$ cat src/rtl/cdo_pkg.sv
// ----------------------------------------------------------------------------
// cdo_pkg
// Shared types, constants and calendar helpers for the date offset pipeline.
// ----------------------------------------------------------------------------
`default_nettype none

package cdo_pkg;

    // calendar range
    localparam int YEAR_BASE     = 1900;
    localparam int LAST_YEAR     = 2155;
    localparam int SERIAL_MAX    = 131071;
    localparam int DAYS_PER_YEAR = 365;

    // port widths
    localparam int DAY_W    = 5;
    localparam int MONTH_W  = 4;
    localparam int YEAR_W   = 12;
    localparam int OFFSET_W = 18;
    localparam int SERIAL_W = 17;
    localparam int STATUS_W = 2;

    // leap years counted up to and including a year n: n/4 - n/100 + n/400
    localparam int LU_BASE = (YEAR_BASE - 1) / 4 - (YEAR_BASE - 1) / 100
                           + (YEAR_BASE - 1) / 400;
    localparam int LU_LAST = LAST_YEAR / 4 - LAST_YEAR / 100 + LAST_YEAR / 400;

    // serial day of 31 Dec of the last year, clipped to what the port holds
    localparam int LAST_SERIAL_RAW = DAYS_PER_YEAR * (LAST_YEAR - YEAR_BASE + 1)
                                   + LU_LAST - LU_BASE;
    localparam int LAST_SERIAL = (LAST_SERIAL_RAW > SERIAL_MAX) ? SERIAL_MAX
                                                                : LAST_SERIAL_RAW;

    // floor(n / 100) as (n * DIV100_MUL) >> DIV100_SHIFT, exact for 12-bit n
    localparam int DIV100_MUL   = 41944;
    localparam int DIV100_SHIFT = 22;
    localparam int PROD100_W    = 28;
    localparam int Q100_W       = PROD100_W - DIV100_SHIFT;

    // floor(x / 365) as (x * DIV365_MUL) >> DIV365_SHIFT, exact for 17-bit x
    localparam int DIV365_MUL   = 91930;
    localparam int DIV365_SHIFT = 25;
    localparam int PROD365_W    = 34;
    localparam int YIDX_W       = PROD365_W - DIV365_SHIFT;

    // internal widths
    localparam int LU_W      = 11;  // leap counts and day-in-year partial sums
    localparam int YSERIAL_W = 20;  // serial day of any 12-bit year >= 1900
    localparam int SUM_W     = 22;  // signed serial plus offset
    localparam int YDAYS_W   = 18;  // days before the estimated output year
    localparam int DOY_W     = 9;   // day of year, 1..366

    typedef enum logic [STATUS_W-1:0] {
        ST_OK       = 2'd0,
        ST_BAD_DATE = 2'd1,
        ST_RANGE    = 2'd2
    } status_t;

    // serial plus offset, after the range check
    typedef struct packed {
        logic [SERIAL_W-1:0] sum;
        status_t             status;
    } cdo_sum_t;

    // resolved year and day of year
    typedef struct packed {
        logic [SERIAL_W-1:0] sum;
        logic [YEAR_W-1:0]   year;
        logic [DOY_W-1:0]    doy;
        logic                leap;
        status_t             status;
    } cdo_yday_t;

    // n times the reciprocal of 100
    function automatic logic [PROD100_W-1:0] div100_prod(input logic [YEAR_W-1:0] n);
        return PROD100_W'(n) * PROD100_W'(DIV100_MUL);
    endfunction

    // leap years up to year n, given q = floor(n / 100)
    function automatic logic [LU_W-1:0] leaps_upto(input logic [YEAR_W-1:0] n,
                                                   input logic [Q100_W-1:0] q);
        return LU_W'(n[YEAR_W-1:2]) - LU_W'(q) + LU_W'(q[Q100_W-1:2]);
    endfunction

    // length of a month, 0 for a month code outside 1..12
    function automatic logic [DAY_W-1:0] month_days(input logic [MONTH_W-1:0] m,
                                                    input logic leap);
        logic [DAY_W-1:0] len;
        case (m) inside
            4'd1, 4'd3, 4'd5, 4'd7, 4'd8, 4'd10, 4'd12: len = 5'd31;
            4'd4, 4'd6, 4'd9, 4'd11:                    len = 5'd30;
            4'd2:                                       len = leap ? 5'd29 : 5'd28;
            default:                                    len = 5'd0;
        endcase
        return len;
    endfunction

    // days of the year before the first of month m
    function automatic logic [DOY_W-1:0] days_before(input logic [MONTH_W-1:0] m,
                                                     input logic leap);
        logic [DOY_W-1:0] base;
        case (m)
            4'd1:    base = 9'd0;
            4'd2:    base = 9'd31;
            4'd3:    base = 9'd59;
            4'd4:    base = 9'd90;
            4'd5:    base = 9'd120;
            4'd6:    base = 9'd151;
            4'd7:    base = 9'd181;
            4'd8:    base = 9'd212;
            4'd9:    base = 9'd243;
            4'd10:   base = 9'd273;
            4'd11:   base = 9'd304;
            4'd12:   base = 9'd334;
            default: base = 9'd0;
        endcase
        return base + DOY_W'(leap && (m > 4'd2));
    endfunction

endpackage

`default_nettype wire

$ cat src/rtl/cdo_date2serial.sv
// ----------------------------------------------------------------------------
// cdo_date2serial
// Three-stage front end: checks the input date, turns it into a serial day,
// adds the offset and flags a result outside the supported range.
// ----------------------------------------------------------------------------
`default_nettype none

module cdo_date2serial import cdo_pkg::*; (
    input  wire logic                       aclk,
    input  wire logic                       aresetn,
    input  wire logic                       s_valid,
    output logic                            s_ready,
    input  wire logic [DAY_W-1:0]           s_in_day,
    input  wire logic [MONTH_W-1:0]         s_in_month,
    input  wire logic [YEAR_W-1:0]          s_in_year,
    input  wire logic signed [OFFSET_W-1:0] s_day_offset,
    output logic                            o_valid,
    input  wire logic                       o_ready,
    output cdo_sum_t                        o_data
);

    // stage valids and per-stage ready
    logic v1_reg, v2_reg, v3_reg;
    logic rdy1, rdy2, rdy3;

    // stage 1: range checks and reciprocal products
    logic [YEAR_W-1:0]          y1_reg;
    logic [MONTH_W-1:0]         m1_reg;
    logic [DAY_W-1:0]           d1_reg;
    logic signed [OFFSET_W-1:0] off1_reg;
    logic [PROD100_W-1:0]       pa1_reg, pb1_reg;
    logic                       pre_ok1_reg;
    logic                       pre_ok_next;
    logic [PROD100_W-1:0]       pa_next, pb_next;

    // stage 2: leap year, day check, serial partial sums
    logic signed [OFFSET_W-1:0] off2_reg;
    logic                       ok2_reg;
    logic [YSERIAL_W-1:0]       ypart2_reg;
    logic [LU_W-1:0]            lpart2_reg;
    logic [LU_W-1:0]            lua, lub;
    logic                       leap;
    logic                       ok2_next;
    logic [YSERIAL_W-1:0]       ypart_next;
    logic [LU_W-1:0]            lpart_next;

    // stage 3: offset add and range check
    logic [SERIAL_W-1:0]        sum3_reg;
    status_t                    st3_reg;
    logic [YSERIAL_W-1:0]       serial;
    logic [SUM_W-1:0]           sum_next;
    logic                       in_range;
    status_t                    st_next;

    // backpressure: a stage loads when empty or when it drains
    assign rdy3    = !v3_reg || o_ready;
    assign rdy2    = !v2_reg || rdy3;
    assign rdy1    = !v1_reg || rdy2;
    assign s_ready = rdy1;

    // stage 1 logic
    always_comb begin
        pre_ok_next = (int'(s_in_year) >= YEAR_BASE) && (int'(s_in_year) <= LAST_YEAR)
                   && (s_in_month inside {[4'd1:4'd12]}) && (s_in_day != '0);
        pa_next     = div100_prod(s_in_year - YEAR_W'(1));
        pb_next     = div100_prod(s_in_year);
    end

    // stage 2 logic
    always_comb begin
        lua        = leaps_upto(y1_reg - YEAR_W'(1), pa1_reg[PROD100_W-1 -: Q100_W]);
        lub        = leaps_upto(y1_reg, pb1_reg[PROD100_W-1 -: Q100_W]);
        leap       = (lua != lub);
        ok2_next   = pre_ok1_reg && (d1_reg <= month_days(m1_reg, leap));
        ypart_next = YSERIAL_W'(y1_reg - YEAR_W'(YEAR_BASE)) * YSERIAL_W'(DAYS_PER_YEAR);
        lpart_next = (lua - LU_W'(LU_BASE)) + LU_W'(days_before(m1_reg, leap))
                   + LU_W'(d1_reg);
    end

    // stage 3 logic
    always_comb begin
        serial   = ypart2_reg + YSERIAL_W'(lpart2_reg);
        sum_next = SUM_W'(serial) + SUM_W'(off2_reg);
        in_range = !sum_next[SUM_W-1] && (sum_next != '0)
                && (sum_next[SUM_W-2:0] <= (SUM_W-1)'(LAST_SERIAL));
        if (!ok2_reg) begin
            st_next = ST_BAD_DATE;
        end else if (!in_range) begin
            st_next = ST_RANGE;
        end else begin
            st_next = ST_OK;
        end
    end

    // valid bits
    always_ff @(posedge aclk) begin
        if (!aresetn) begin
            v1_reg <= 1'b0;
            v2_reg <= 1'b0;
            v3_reg <= 1'b0;
        end else begin
            if (rdy1) begin
                v1_reg <= s_valid;
            end
            if (rdy2) begin
                v2_reg <= v1_reg;
            end
            if (rdy3) begin
                v3_reg <= v2_reg;
            end
        end
    end

    // payload registers
    always_ff @(posedge aclk) begin
        if (rdy1) begin
            y1_reg      <= s_in_year;
            m1_reg      <= s_in_month;
            d1_reg      <= s_in_day;
            off1_reg    <= s_day_offset;
            pa1_reg     <= pa_next;
            pb1_reg     <= pb_next;
            pre_ok1_reg <= pre_ok_next;
        end
        if (rdy2) begin
            off2_reg   <= off1_reg;
            ok2_reg    <= ok2_next;
            ypart2_reg <= ypart_next;
            lpart2_reg <= lpart_next;
        end
        if (rdy3) begin
            sum3_reg <= sum_next[SERIAL_W-1:0];
            st3_reg  <= st_next;
        end
    end

    assign o_valid       = v3_reg;
    assign o_data.sum    = sum3_reg;
    assign o_data.status = st3_reg;

endmodule

`default_nettype wire

$ cat src/rtl/cdo_serial2year.sv
// ----------------------------------------------------------------------------
// cdo_serial2year
// Three-stage year search: estimates the year from the serial day, computes
// the days before it and corrects the estimate by at most one year.
// ----------------------------------------------------------------------------
`default_nettype none

module cdo_serial2year import cdo_pkg::*; (
    input  wire logic      aclk,
    input  wire logic      aresetn,
    input  wire logic      i_valid,
    output logic           i_ready,
    input  wire cdo_sum_t  i_data,
    output logic           o_valid,
    input  wire logic      o_ready,
    output cdo_yday_t      o_data
);

    logic v4_reg, v5_reg, v6_reg;
    logic rdy4, rdy5, rdy6;

    // stage 4: year index estimate, floor((sum - 1) / 365)
    cdo_sum_t             d4_reg;
    logic [YIDX_W-1:0]    c4_reg;
    logic [PROD365_W-1:0] prod365;

    // stage 5: reciprocal products for the estimate and the two years below
    cdo_sum_t             d5_reg;
    logic [YIDX_W-1:0]    c5_reg;
    logic [PROD100_W-1:0] p0_5_reg, p1_5_reg, p2_5_reg;
    logic [YDAYS_W-1:0]   yp5_reg;
    logic [YEAR_W-1:0]    yc4;

    // stage 6: pick the year and the day of year
    cdo_yday_t            d6_reg;
    cdo_yday_t            d6_next;
    logic [YEAR_W-1:0]    yc5;
    logic [LU_W-1:0]      lu0, lu1, lu2;
    logic                 leap_c, leap_p;
    logic [YDAYS_W-1:0]   dc, sum18;

    assign rdy6    = !v6_reg || o_ready;
    assign rdy5    = !v5_reg || rdy6;
    assign rdy4    = !v4_reg || rdy5;
    assign i_ready = rdy4;

    // stage 4 logic
    assign prod365 = PROD365_W'(i_data.sum - SERIAL_W'(1)) * PROD365_W'(DIV365_MUL);

    // stage 5 logic
    assign yc4 = YEAR_W'(YEAR_BASE) + YEAR_W'(c4_reg);

    // stage 6 logic
    always_comb begin
        yc5    = YEAR_W'(YEAR_BASE) + YEAR_W'(c5_reg);
        lu0    = leaps_upto(yc5 - YEAR_W'(2), p0_5_reg[PROD100_W-1 -: Q100_W]);
        lu1    = leaps_upto(yc5 - YEAR_W'(1), p1_5_reg[PROD100_W-1 -: Q100_W]);
        lu2    = leaps_upto(yc5, p2_5_reg[PROD100_W-1 -: Q100_W]);
        leap_c = (lu2 != lu1);
        leap_p = (lu1 != lu0);
        dc     = yp5_reg + YDAYS_W'(lu1) - YDAYS_W'(LU_BASE);
        sum18  = YDAYS_W'(d5_reg.sum);
        d6_next.sum    = d5_reg.sum;
        d6_next.status = d5_reg.status;
        // estimate is one year high when the day falls before its first of January
        if (sum18 > dc) begin
            d6_next.year = yc5;
            d6_next.doy  = DOY_W'(sum18 - dc);
            d6_next.leap = leap_c;
        end else begin
            d6_next.year = yc5 - YEAR_W'(1);
            d6_next.doy  = DOY_W'(sum18 - dc + YDAYS_W'(DAYS_PER_YEAR) + YDAYS_W'(leap_p));
            d6_next.leap = leap_p;
        end
    end

    // valid bits
    always_ff @(posedge aclk) begin
        if (!aresetn) begin
            v4_reg <= 1'b0;
            v5_reg <= 1'b0;
            v6_reg <= 1'b0;
        end else begin
            if (rdy4) begin
                v4_reg <= i_valid;
            end
            if (rdy5) begin
                v5_reg <= v4_reg;
            end
            if (rdy6) begin
                v6_reg <= v5_reg;
            end
        end
    end

    // payload registers
    always_ff @(posedge aclk) begin
        if (rdy4) begin
            d4_reg <= i_data;
            c4_reg <= prod365[PROD365_W-1 -: YIDX_W];
        end
        if (rdy5) begin
            d5_reg   <= d4_reg;
            c5_reg   <= c4_reg;
            p0_5_reg <= div100_prod(yc4 - YEAR_W'(2));
            p1_5_reg <= div100_prod(yc4 - YEAR_W'(1));
            p2_5_reg <= div100_prod(yc4);
            yp5_reg  <= YDAYS_W'(c4_reg) * YDAYS_W'(DAYS_PER_YEAR);
        end
        if (rdy6) begin
            d6_reg <= d6_next;
        end
    end

    assign o_valid = v6_reg;
    assign o_data  = d6_reg;

endmodule

`default_nettype wire

$ cat src/rtl/cdo_year2date.sv
// ----------------------------------------------------------------------------
// cdo_year2date
// Output stage: splits the day of year into month and day, applies the
// status overrides and holds the result until the receiver takes it.
// ----------------------------------------------------------------------------
`default_nettype none

module cdo_year2date import cdo_pkg::*; (
    input  wire logic          aclk,
    input  wire logic          aresetn,
    input  wire logic          i_valid,
    output logic               i_ready,
    input  wire cdo_yday_t     i_data,
    output logic               m_valid,
    input  wire logic          m_ready,
    output logic [DAY_W-1:0]    m_out_day,
    output logic [MONTH_W-1:0]  m_out_month,
    output logic [YEAR_W-1:0]   m_out_year,
    output logic [SERIAL_W-1:0] m_serial_day,
    output logic [STATUS_W-1:0] m_status
);

    logic                m_valid_reg;
    logic [DAY_W-1:0]    day_reg, day_next;
    logic [MONTH_W-1:0]  month_reg, month_next;
    logic [YEAR_W-1:0]   year_reg, year_next;
    logic [SERIAL_W-1:0] serial_reg, serial_next;
    logic [STATUS_W-1:0] status_reg;
    logic [MONTH_W-1:0]  mon;
    logic [DAY_W-1:0]    dom;

    assign i_ready = !m_valid_reg || m_ready;

    // month = 1 + number of month starts the day of year lies past
    always_comb begin
        mon = MONTH_W'(1);
        for (int j = 2; j <= 12; j++) begin
            if (i_data.doy > days_before(MONTH_W'(j), i_data.leap)) begin
                mon = mon + MONTH_W'(1);
            end
        end
        dom = DAY_W'(i_data.doy - days_before(mon, i_data.leap));
    end

    // status overrides
    always_comb begin
        case (i_data.status)
            ST_OK: begin
                day_next    = dom;
                month_next  = mon;
                year_next   = i_data.year;
                serial_next = i_data.sum;
            end
            ST_BAD_DATE: begin
                day_next    = DAY_W'(1);
                month_next  = MONTH_W'(1);
                year_next   = YEAR_W'(YEAR_BASE);
                serial_next = '0;
            end
            default: begin
                day_next    = '0;
                month_next  = '0;
                year_next   = '0;
                serial_next = '0;
            end
        endcase
    end

    // output valid
    always_ff @(posedge aclk) begin
        if (!aresetn) begin
            m_valid_reg <= 1'b0;
        end else if (i_ready) begin
            m_valid_reg <= i_valid;
        end
    end

    // output payload
    always_ff @(posedge aclk) begin
        if (i_ready) begin
            day_reg    <= day_next;
            month_reg  <= month_next;
            year_reg   <= year_next;
            serial_reg <= serial_next;
            status_reg <= i_data.status;
        end
    end

    assign m_valid      = m_valid_reg;
    assign m_out_day    = day_reg;
    assign m_out_month  = month_reg;
    assign m_out_year   = year_reg;
    assign m_serial_day = serial_reg;
    assign m_status     = status_reg;

endmodule

`default_nettype wire

$ cat src/rtl/calendar_date_day_offset.sv
// ----------------------------------------------------------------------------
// calendar_date_day_offset
// Adds a signed day offset to a Gregorian date and returns the new date,
// its serial day (1 Jan 1900 is 1) and a status code.
// ----------------------------------------------------------------------------
// Usage:
//   s_ channel takes a date (day, month, year) and a signed day offset;
//   m_ channel returns day, month, year, serial day and status
//   (0 ok, 1 invalid input date, 2 result outside 1 Jan 1900..31 Dec 2155).
//   Both channels use valid/ready; a transaction moves when both are high.
// Pipeline: seven register stages, three to the serial day, three to
//   resolve the year and one to split month and day.
// Throughput: one transaction per cycle while the m_ channel does not stall.
// Reset: aresetn clears every stage valid bit; the pipeline comes up empty
//   and s_ready is high in the first cycle after reset.
// Stall: while m_ready is low the held result stays stable; earlier stages
//   keep filling their empty slots, and s_ready falls only when all seven
//   stages hold a transaction. Nothing is dropped or repeated.
// ----------------------------------------------------------------------------
`default_nettype none

module calendar_date_day_offset import cdo_pkg::*; (
    input  wire logic                       aclk,
    input  wire logic                       aresetn,
    input  wire logic                       s_valid,
    output logic                            s_ready,
    input  wire logic [DAY_W-1:0]           s_in_day,
    input  wire logic [MONTH_W-1:0]         s_in_month,
    input  wire logic [YEAR_W-1:0]          s_in_year,
    input  wire logic signed [OFFSET_W-1:0] s_day_offset,
    output logic                            m_valid,
    input  wire logic                       m_ready,
    output logic [DAY_W-1:0]                m_out_day,
    output logic [MONTH_W-1:0]              m_out_month,
    output logic [YEAR_W-1:0]               m_out_year,
    output logic [SERIAL_W-1:0]             m_serial_day,
    output logic [STATUS_W-1:0]             m_status
);

    logic      sum_valid, sum_ready;
    cdo_sum_t  sum_data;
    logic      yday_valid, yday_ready;
    cdo_yday_t yday_data;

    // date check, serial day and offset add
    cdo_date2serial u_date2serial (
        .aclk         (aclk),
        .aresetn      (aresetn),
        .s_valid      (s_valid),
        .s_ready      (s_ready),
        .s_in_day     (s_in_day),
        .s_in_month   (s_in_month),
        .s_in_year    (s_in_year),
        .s_day_offset (s_day_offset),
        .o_valid      (sum_valid),
        .o_ready      (sum_ready),
        .o_data       (sum_data)
    );

    // serial day back to year and day of year
    cdo_serial2year u_serial2year (
        .aclk    (aclk),
        .aresetn (aresetn),
        .i_valid (sum_valid),
        .i_ready (sum_ready),
        .i_data  (sum_data),
        .o_valid (yday_valid),
        .o_ready (yday_ready),
        .o_data  (yday_data)
    );

    // month and day split, output register
    cdo_year2date u_year2date (
        .aclk         (aclk),
        .aresetn      (aresetn),
        .i_valid      (yday_valid),
        .i_ready      (yday_ready),
        .i_data       (yday_data),
        .m_valid      (m_valid),
        .m_ready      (m_ready),
        .m_out_day    (m_out_day),
        .m_out_month  (m_out_month),
        .m_out_year   (m_out_year),
        .m_serial_day (m_serial_day),
        .m_status     (m_status)
    );

    // a good result carries a real calendar date and a nonzero serial day
    a_ok_date: assert property (@(posedge aclk) disable iff (!aresetn)
        (m_valid && (m_status == ST_OK)) |->
            ((m_out_month >= 4'd1) && (m_out_month <= 4'd12) && (m_out_day != '0)
             && (m_serial_day != '0) && (int'(m_out_year) >= YEAR_BASE)))
        else $error("ok result with malformed date");

    // out of range result is all zeros
    a_range_zero: assert property (@(posedge aclk) disable iff (!aresetn)
        (m_valid && (m_status == ST_RANGE)) |->
            ((m_out_day == '0) && (m_out_month == '0) && (m_out_year == '0)
             && (m_serial_day == '0)))
        else $error("range error result not cleared");

    // invalid input date maps to 1 Jan 1900 with serial zero
    a_bad_date: assert property (@(posedge aclk) disable iff (!aresetn)
        (m_valid && (m_status == ST_BAD_DATE)) |->
            ((m_out_day == DAY_W'(1)) && (m_out_month == MONTH_W'(1))
             && (m_out_year == YEAR_W'(YEAR_BASE)) && (m_serial_day == '0)))
        else $error("invalid date result mismatch");

    // serial day never exceeds the last supported day
    a_serial_max: assert property (@(posedge aclk) disable iff (!aresetn)
        m_valid |-> (int'(m_serial_day) <= LAST_SERIAL))
        else $error("serial day beyond last supported day");

endmodule

`default_nettype wire

$ cat config.mk
export PLATFORM = sky130hd
export DESIGN_NAME = calendar_date_day_offset
export DESIGN_NICKNAME = d
export VERILOG_FILES = /design/src/rtl/cdo_pkg.sv /design/src/rtl/cdo_date2serial.sv /design/src/rtl/cdo_serial2year.sv /design/src/rtl/cdo_year2date.sv /design/src/rtl/calendar_date_day_offset.sv
export SDC_FILE = /design/constraint.sdc
export NUM_CORES = 2
export LEC_CHECK = 0
export BUFFER_PORTS_ARGS = -buffer_cell sky130_fd_sc_hd__buf_2
export CAP_MARGIN = 10
export CORE_AREA = 2 2 425 385
export CTS_CLUSTER_DIAMETER = 200
export DETAILED_ROUTE_END_ITERATION = 10
export DIE_AREA = 0 0 427 387
export HOLD_SLACK_MARGIN = 0.1
export PLACE_DENSITY = 0.47
export SLEW_MARGIN = 20
export SYNTH_ARGS = -nofsm -noshare
export SYNTH_HDL_FRONTEND = slang
export SYNTH_HIERARCHICAL = 1
export SYNTH_SLANG_ARGS = --single-unit
$ cat constraint.sdc
create_clock -name aclk -period 9 [get_ports aclk]
set_input_delay 0 -clock aclk [delete_from_list [all_inputs] [get_ports aclk]]
set_output_delay 0 -clock aclk [all_outputs]
set_load 0.005 [all_outputs]
=== Word level (Yosys, flattened, before mapping) ===
Memories as Yosys holds them, arrays and structs flattened. A register that Yosys moved wholly into a read port is not among the register bits.
Cells that the tools add are included.

* Register bits after elaboration: 396
* Bits in read-only memories: 288
* Input port bits: 43
* Output and inout port bits: 42
* Logic and storage cells: 189
* Memories kept: 2

* Add/subtract/negate cells: 53
* Multipliers: 8
* $lt $le $gt $ge: 20
* Equal/unequal tests: 16
* Multiplexer cells: 21
* Reductions and logical operators: 29

{| class="wikitable"
|+ Memories
! name !! depth !! bits a word !! rd ports !! clocked after Yosys merged registers in !! wr ports !! RTL line !! text
|-
| (no name shown) || 16 || 9 || 1 || 1 || 0 || cdo_pkg.sv:102 || <nowiki>case (m)</nowiki>
|-
| (no name shown) || 16 || 9 || 1 || 0 || 0 || cdo_pkg.sv:102 ||
|}

{| class="wikitable"
|+ Operators with widths
! operator !! number
|-
| $mul 12x13->25 const B || 5
|-
| $gt 9x9->1 || 7
|-
| $add 11x4->11 || 5
|-
| $sub 10x6->11 || 5
|-
| $sub 12x1->12 const B || 4
|-
| $mux 4 || 11
|-
| $add 4x1->4 const B || 10
|-
| $add 8x1->9 const A || 4
|-
| $mul 34x16->33 const B || 1
|-
| $ne 11x11->1 || 3
|-
| $add 9x1->9 const A || 3
|-
| $add 11x9->12 const A || 2
|-
| $pmux 12 s2 || 1
|-
| $sub 12x2->12 const B || 2
|-
| $add 21x18->22 || 1
|-
| $mux 22 || 1
|-
| $reduce_bool 22->1 || 1
|-
| $le 21x17->1 const B || 1
|-
| $add 20x11->20 || 1
|-
| $eq 4x4->1 const B || 5
|-
| $mul 20x9->20 const B || 1
|-
| $add 18x11->18 || 1
|-
| $add 9x1->9 || 2
|-
| $gt 17x18->1 || 1
|-
| other kinds (38) || 69
|}

=== Logic depth before layout (Yosys ltp) ===
* Word-level depth: 27
* Depth in mapped cells: 41
* Depth with buffers taken out: 41

=== Cells and area by module ===
Netlist, hierarchy kept.

{| class="wikitable"
|+ Modules (own cells, without submodules)
! module !! instances !! cells an instance !! area each (um^2) !! seq. area each (um^2)
|-
| cdo_serial2year || 1 || 2314 || 23399.9 || 3993.8
|-
| cdo_date2serial || 1 || 1569 || 16359.4 || 3873.7
|-
| cdo_year2date || 1 || 330 || 3375.7 || 1221.2
|}

=== Least setup slack after synthesis ===
No wires, ideal clock.

* Kind: register -> register
* From: register u_serial2year.d6_reg, in the netlist u_serial2year/o_data[2]
* To: register u_year2date.day_reg[4] (netlist: u_year2date/m_out_day[4]), data pin
* Setup time: 261 ps
* Arrival time: 8166 ps
* Data required time: 8739 ps
* Setup slack: 573 ps
* Cell stages (with the launch flop): 39
* Path buffers: 1
* Period minus slack after synthesis: 8427 ps
* Path through: edfxtp_1 inv_1 ha_1 nor2_1 or4b_4 o21ai_0 inv_1 fa_1 clkbuf_1 inv_1 xnor2_1 ha_1 a22o_1 xor2_1 mux2i_1 ha_1 inv_1 o221ai_1 [3 not listed] ha_1 nand2_1 o211ai_1 o21ai_0 xnor2_1 a21o_1 ha_1 a221oi_1 ha_1 nand3b_1 o21ai_0 fa_1 fa_1 nand2_1 a21oi_1 xnor2_1 nor2_1 a311o_1

* Cells in the longest elaborated chain, start to end: 26
* Elaborated cells between the ends (all ways): 45
* Those cells by class: add/sub: 21; order compare: 11; mux: 11; reduce/logical: 1; memory: 1

{| class="wikitable"
|+ Ends and longest elaborated chain
! what !! RTL line !! text
|-
| from (decl) || cdo_serial2year.sv:35 || <nowiki>cdo_yday_t d6_reg;</nowiki>
|-
| from (signal assigned) || cdo_serial2year.sv:111 || <nowiki>d6_reg <= d6_next;</nowiki>
|-
| $add 6x1->7 || cdo_pkg.sv:117 || <nowiki>return base + DOY_W'(leap && (m > 4'd2));</nowiki>
|-
| $gt 9x7->1 || cdo_year2date.sv:38 || <nowiki>if (i_data.doy > days_before(MONTH_W'(j), i_data.leap)) begin</nowiki>
|-
| $mux 4 || cdo_year2date.sv:38 ||
|-
| $add 4x1->4 || cdo_year2date.sv:39 || <nowiki>mon = mon + MONTH_W'(1);</nowiki>
|-
| $mux 4 || cdo_year2date.sv:38 ||
|-
| $add 4x1->4 || cdo_year2date.sv:39 ||
|-
| $mux 4 || cdo_year2date.sv:38 ||
|-
| $add 4x1->4 || cdo_year2date.sv:39 ||
|-
| [11 not listed] || -- ||
|-
| $add 4x1->4 || cdo_year2date.sv:39 ||
|-
| $mux 4 || cdo_year2date.sv:38 ||
|-
| $gt 4x2->1 || cdo_pkg.sv:117 ||
|-
| $logic_and 1x1->1 || cdo_pkg.sv:117 ||
|-
| $add 5x1->5 * || cdo_pkg.sv:117 ||
|-
| $sub 5x5->5 * || cdo_year2date.sv:42 || <nowiki>dom = DAY_W'(i_data.doy - days_before(mon, i_data.leap));</nowiki>
|-
| $pmux 5 s2 * || cdo_year2date.sv:47 || <nowiki>case (i_data.status)</nowiki>
|-
| named net u_year2date.day_next[4] || cdo_year2date.sv:24 || <nowiki>logic [DAY_W-1:0] day_reg, day_next;</nowiki>
|-
| to (signal assigned) || cdo_year2date.sv:81 || <nowiki>day_reg <= day_next;</nowiki>
|-
| to (decl) || cdo_year2date.sv:24 ||
|}

The timed path passes the listed nets; every way through them passes the cells marked *.
A chain may end at the register's enable or synchronous reset.

=== Worst setup path after layout ===
Ends and elaborated chain as after synthesis.

==> results.sh <==
export IMPL_largest_reg_flops=41
export IMPL_cts_sinks=308
export IMPL_die_w_um=427
export IMPL_nNetsFinal=5764
export IMPL_final_cells=6576
export IMPL_cts_tree="built"
export IMPL_final_max_slew_violation_count=0
export IMPL_rows=140
export IMPL_setup_viol=0
export IMPL_hold_start="s_in_day[4]"
export IMPL_gp_congestion=0.8405
export IMPL_critPathRequiredTime_ns=9.35
export IMPL_synthToLayoutAreaGrowth_pct=12.23
export IMPL_worst_r2r_path_depth=39
export IMPL_drive_gt1_share_pct=6.728
export IMPL_port_buffers=84
export IMPL_drtIter0Drc=1159
export IMPL_placedCellCount=6444
export IMPL_hold_violations=0
export IMPL_route_detailed_drc=0
export IMPL_syn_inst=4213
export IMPL_relSlewSlack_pct=34.88
export IMPL_critPathKind="reg2reg"
export IMPL_cts_buffers=40
export IMPL_grt_overflow=0
export IMPL_first_pass_iters=5
export IMPL_crit_path_end_kind="flip-flop"
export IMPL_die_area_um2=165200
export IMPL_reg2reg_from="u_serial2year/o_data[2]"
export IMPL_wire_per_inst_um=14.32
export IMPL_max_clock_freq_mhz=120.1
export IMPL_min_path_type="in2reg"
export IMPL_layout_commonest_cell="inv_1"
export IMPL_cp_slowest_cell="or4b_4"
export IMPL_synth_cell_types=120
export IMPL_grt_max_degree=63
export IMPL_vias=27984
export IMPL_avgViaCountPerCell=4.255
export IMPL_path_common_cell="ha_1"
export IMPL_fin_setup_tns_ns=0
export IMPL_clock_path_buffers=3
export IMPL_start_util_pct=26.82
export IMPL_crit_fanout=6
export IMPL_mostFrequentLayoutCells="987 x inv_1, 855 x ha_1, 454 x fa_1"
export IMPL_synth_edf_count=292
export IMPL_ant_nets=0
export IMPL_clk_insertion_delay_late_ns=0.61
export IMPL_syn_num_nets=5565
export IMPL_synthesis_area_um2=43140
export IMPL_grt_pass1_wl_um=157700
export IMPL_status="finished clean"
export IMPL_r2r_slack_ns=0.67
export IMPL_cp_start_kind="flip-flop"
export IMPL_r2r_end="u_year2date/m_out_day[4]"
export IMPL_max_stage_delay_ns=0.49
export IMPL_period_share_pct=92.51
export IMPL_root_buffer="clkbuf_16"
export IMPL_groute_usage_overall_pct=11.75
export IMPL_hold_path_end="u_date2serial/d1_reg[4]"
export IMPL_grt_pass1_vias=29704
export IMPL_syn_area_per_cell_um2=10.24
export IMPL_io_pins=85
export IMPL_antenna_found_initial=6
export IMPL_clkTransAtPathRegs_ns=0.06
export IMPL_holdPathStages=2
export IMPL_cp_arrival_ns=8.67
export IMPL_core_um2=160800
export IMPL_max_cap_violations=0
export IMPL_synth_seq_cells=308
export IMPL_die_h_um=387
export IMPL_ys_warn_count=6
export IMPL_yosysSeqAreaShare_pct=21.07
export IMPL_fin_skew_ns=0.03879
export IMPL_routed_wl_um=94190
export IMPL_final_min_clock_period_ns=8.326
export IMPL_synth_ff_type="edfxtp_1"
export IMPL_worstMarginPinSlew_ns=0.9685
export IMPL_hpwl_um=80790
export IMPL_cts_max_level=2
export IMPL_fillCellCount=16824
export IMPL_async_reset_ff_share_pct=0
metal layers:
| metal | routed length [um] | global-route usage [%] | share of wire [%] | vias up |
|---|---|---|---|---|
| met1 | 47020 | 16.56 | 50 | 13339 |
| li1 | - | - | - | 14272 |
| met5 | 0 | 0 | 0 | - |
| met4 | 1158 | 1.626 | 1.2 | 0 |
| met3 | 2262 | 1.300 | 2.4 | 82 |
| met2 | 43750 | 19.67 | 46 | 291 |
through the flow:
| step | cell area [um^2] | hold slack, ns | util, % | setup slack, ns |
|---|---|---|---|---|
| 3_3_place_gp | 46450 | 0.1814 | 28.88 | 0.5511 |
| 4_1_cts | 48290 | 0.1007 | 30.03 | 0.3879 |
| 5_1_grt | 48400 | 0.1296 | 30.10 | -0.0004894 |
| 6_report | 48410 | 0.1451 | 30.10 | 0.6742 |
| 2_1_floorplan | 43140 | 0.09887 | - | 0.5729 |
| 3_5_place_dp | 46450 | 0.1806 | 28.88 | 0.4178 |
Yosys cell counts (all sizes together) (7+ instances only):
library cell | instances | area share, %
inv | 992 | 8.6
ha | 855 | 25
fa | 454 | 21
edfxtp | 292 | 20
xnor2 | 231 | 4.8
a21oi | 158 | 1.8
nand2 | 156 | 1.4
nor2 | 152 | 1.3
o21ai | 112 | 1.3
xor2 | 105 | 2.2
nand3 | 61 | 0.71
nor3 | 56 | 0.66
a21o | 49 | 0.85
nor2b | 42 | 0.61
and2 | 36 | 0.54
o21bai | 28 | 0.49
nand4 | 26 | 0.38
clkbuf | 25 | 0.28
a21boi | 22 | 0.38
a31oi | 22 | 0.33
and3 | 21 | 0.31
o21a | 21 | 0.39
or2 | 21 | 0.31
nand2b | 20 | 0.29
o211ai | 20 | 0.42
a211oi | 19 | 0.34
dfxtp | 16 | 0.74
or3 | 15 | 0.25
nor4 | 12 | 0.21
mux2i | 11 | 0.26
o31ai | 11 | 0.21
nand3b | 10 | 0.17
a2111oi | 8 | 0.21
a211o | 8 | 0.17
a311oi | 7 | 0.16
a41oi | 7 | 0.16
o31a | 7 | 0.14
critical path: cells and delay by family, from the launching register on:
kind	cells	cell delay, ns
AND/OR/NAND/NOR	9	1.25
adder cells (fa/ha/maj)	9	2.85
multiplexers	1	0.13
flip-flops	1	0.41
XOR/XNOR	4	0.84
buffers and inverters	4	0.42
AO/OA/AOI/OAI	12	2.20
layout make-up:
cell class / instances / area [um^2] / area share, %
clock inverter: 29 / 377.9 / 0.7806
timing repair buffer: 187 / 1304 / 2.693
clock buffer: 45 / 1020 / 2.106
multi-input combinational: 2880 / 30200 / 62.38
inverter: 995 / 3751 / 7.749
tap: 2130 / 2665 / 5.505
antenna: 2 / 5.005 / 0.01034
sequential: 308 / 9089 / 18.77
worst max-delay path by stage:
stage	start	endpoint	slack, ns	depth (start not counted)
4_1_cts	u_serial2year/o_data[2]	u_year2date/m_out_day[4]	0.39	39
3_3_place_gp	u_serial2year/o_data[2]	u_year2date/m_out_day[4]	0.55	39
6_report	u_serial2year/o_data[2]	u_year2date/m_out_day[4]	0.67	39
5_1_grt	u_serial2year/o_data[2]	u_year2date/m_out_day[4]	-0.0005	39
3_5_place_dp	u_serial2year/o_data[2]	u_year2date/m_out_day[4]	0.42	39
2_1_floorplan	u_serial2year/o_data[2]	u_year2date/m_out_day[4]	0.57	38
repair_timing:
item / 4_1_cts / 5_1_grt
buffers inserted: 0 / 12
gates resized for setup: 0 / 5
setup endpoints to repair: 0 / 3
hold buffers: 44 / 0
endpoints found under the hold margin: 56 / 0
cells by family (layout without fill, tap and decap cells):
kind of cell	count (synthesis)	after routing	share of synthesized area [%]
muxes	16	16	0.4206
other	1	3	0.008694
AOI/OAI and AO/OA	552	552	8.577
and+or+nand+nor	662	662	7.864
DFF	308	308	21.07
buffers and inverters	1025	1256	9.036
xor gates and xnor gates	338	338	7.107
adders and majority gates	1311	1311	45.92
Power is left out: the tool's default activity adds up to more than one toggle a clock period on the data nets, which glitch-free logic cannot reach.
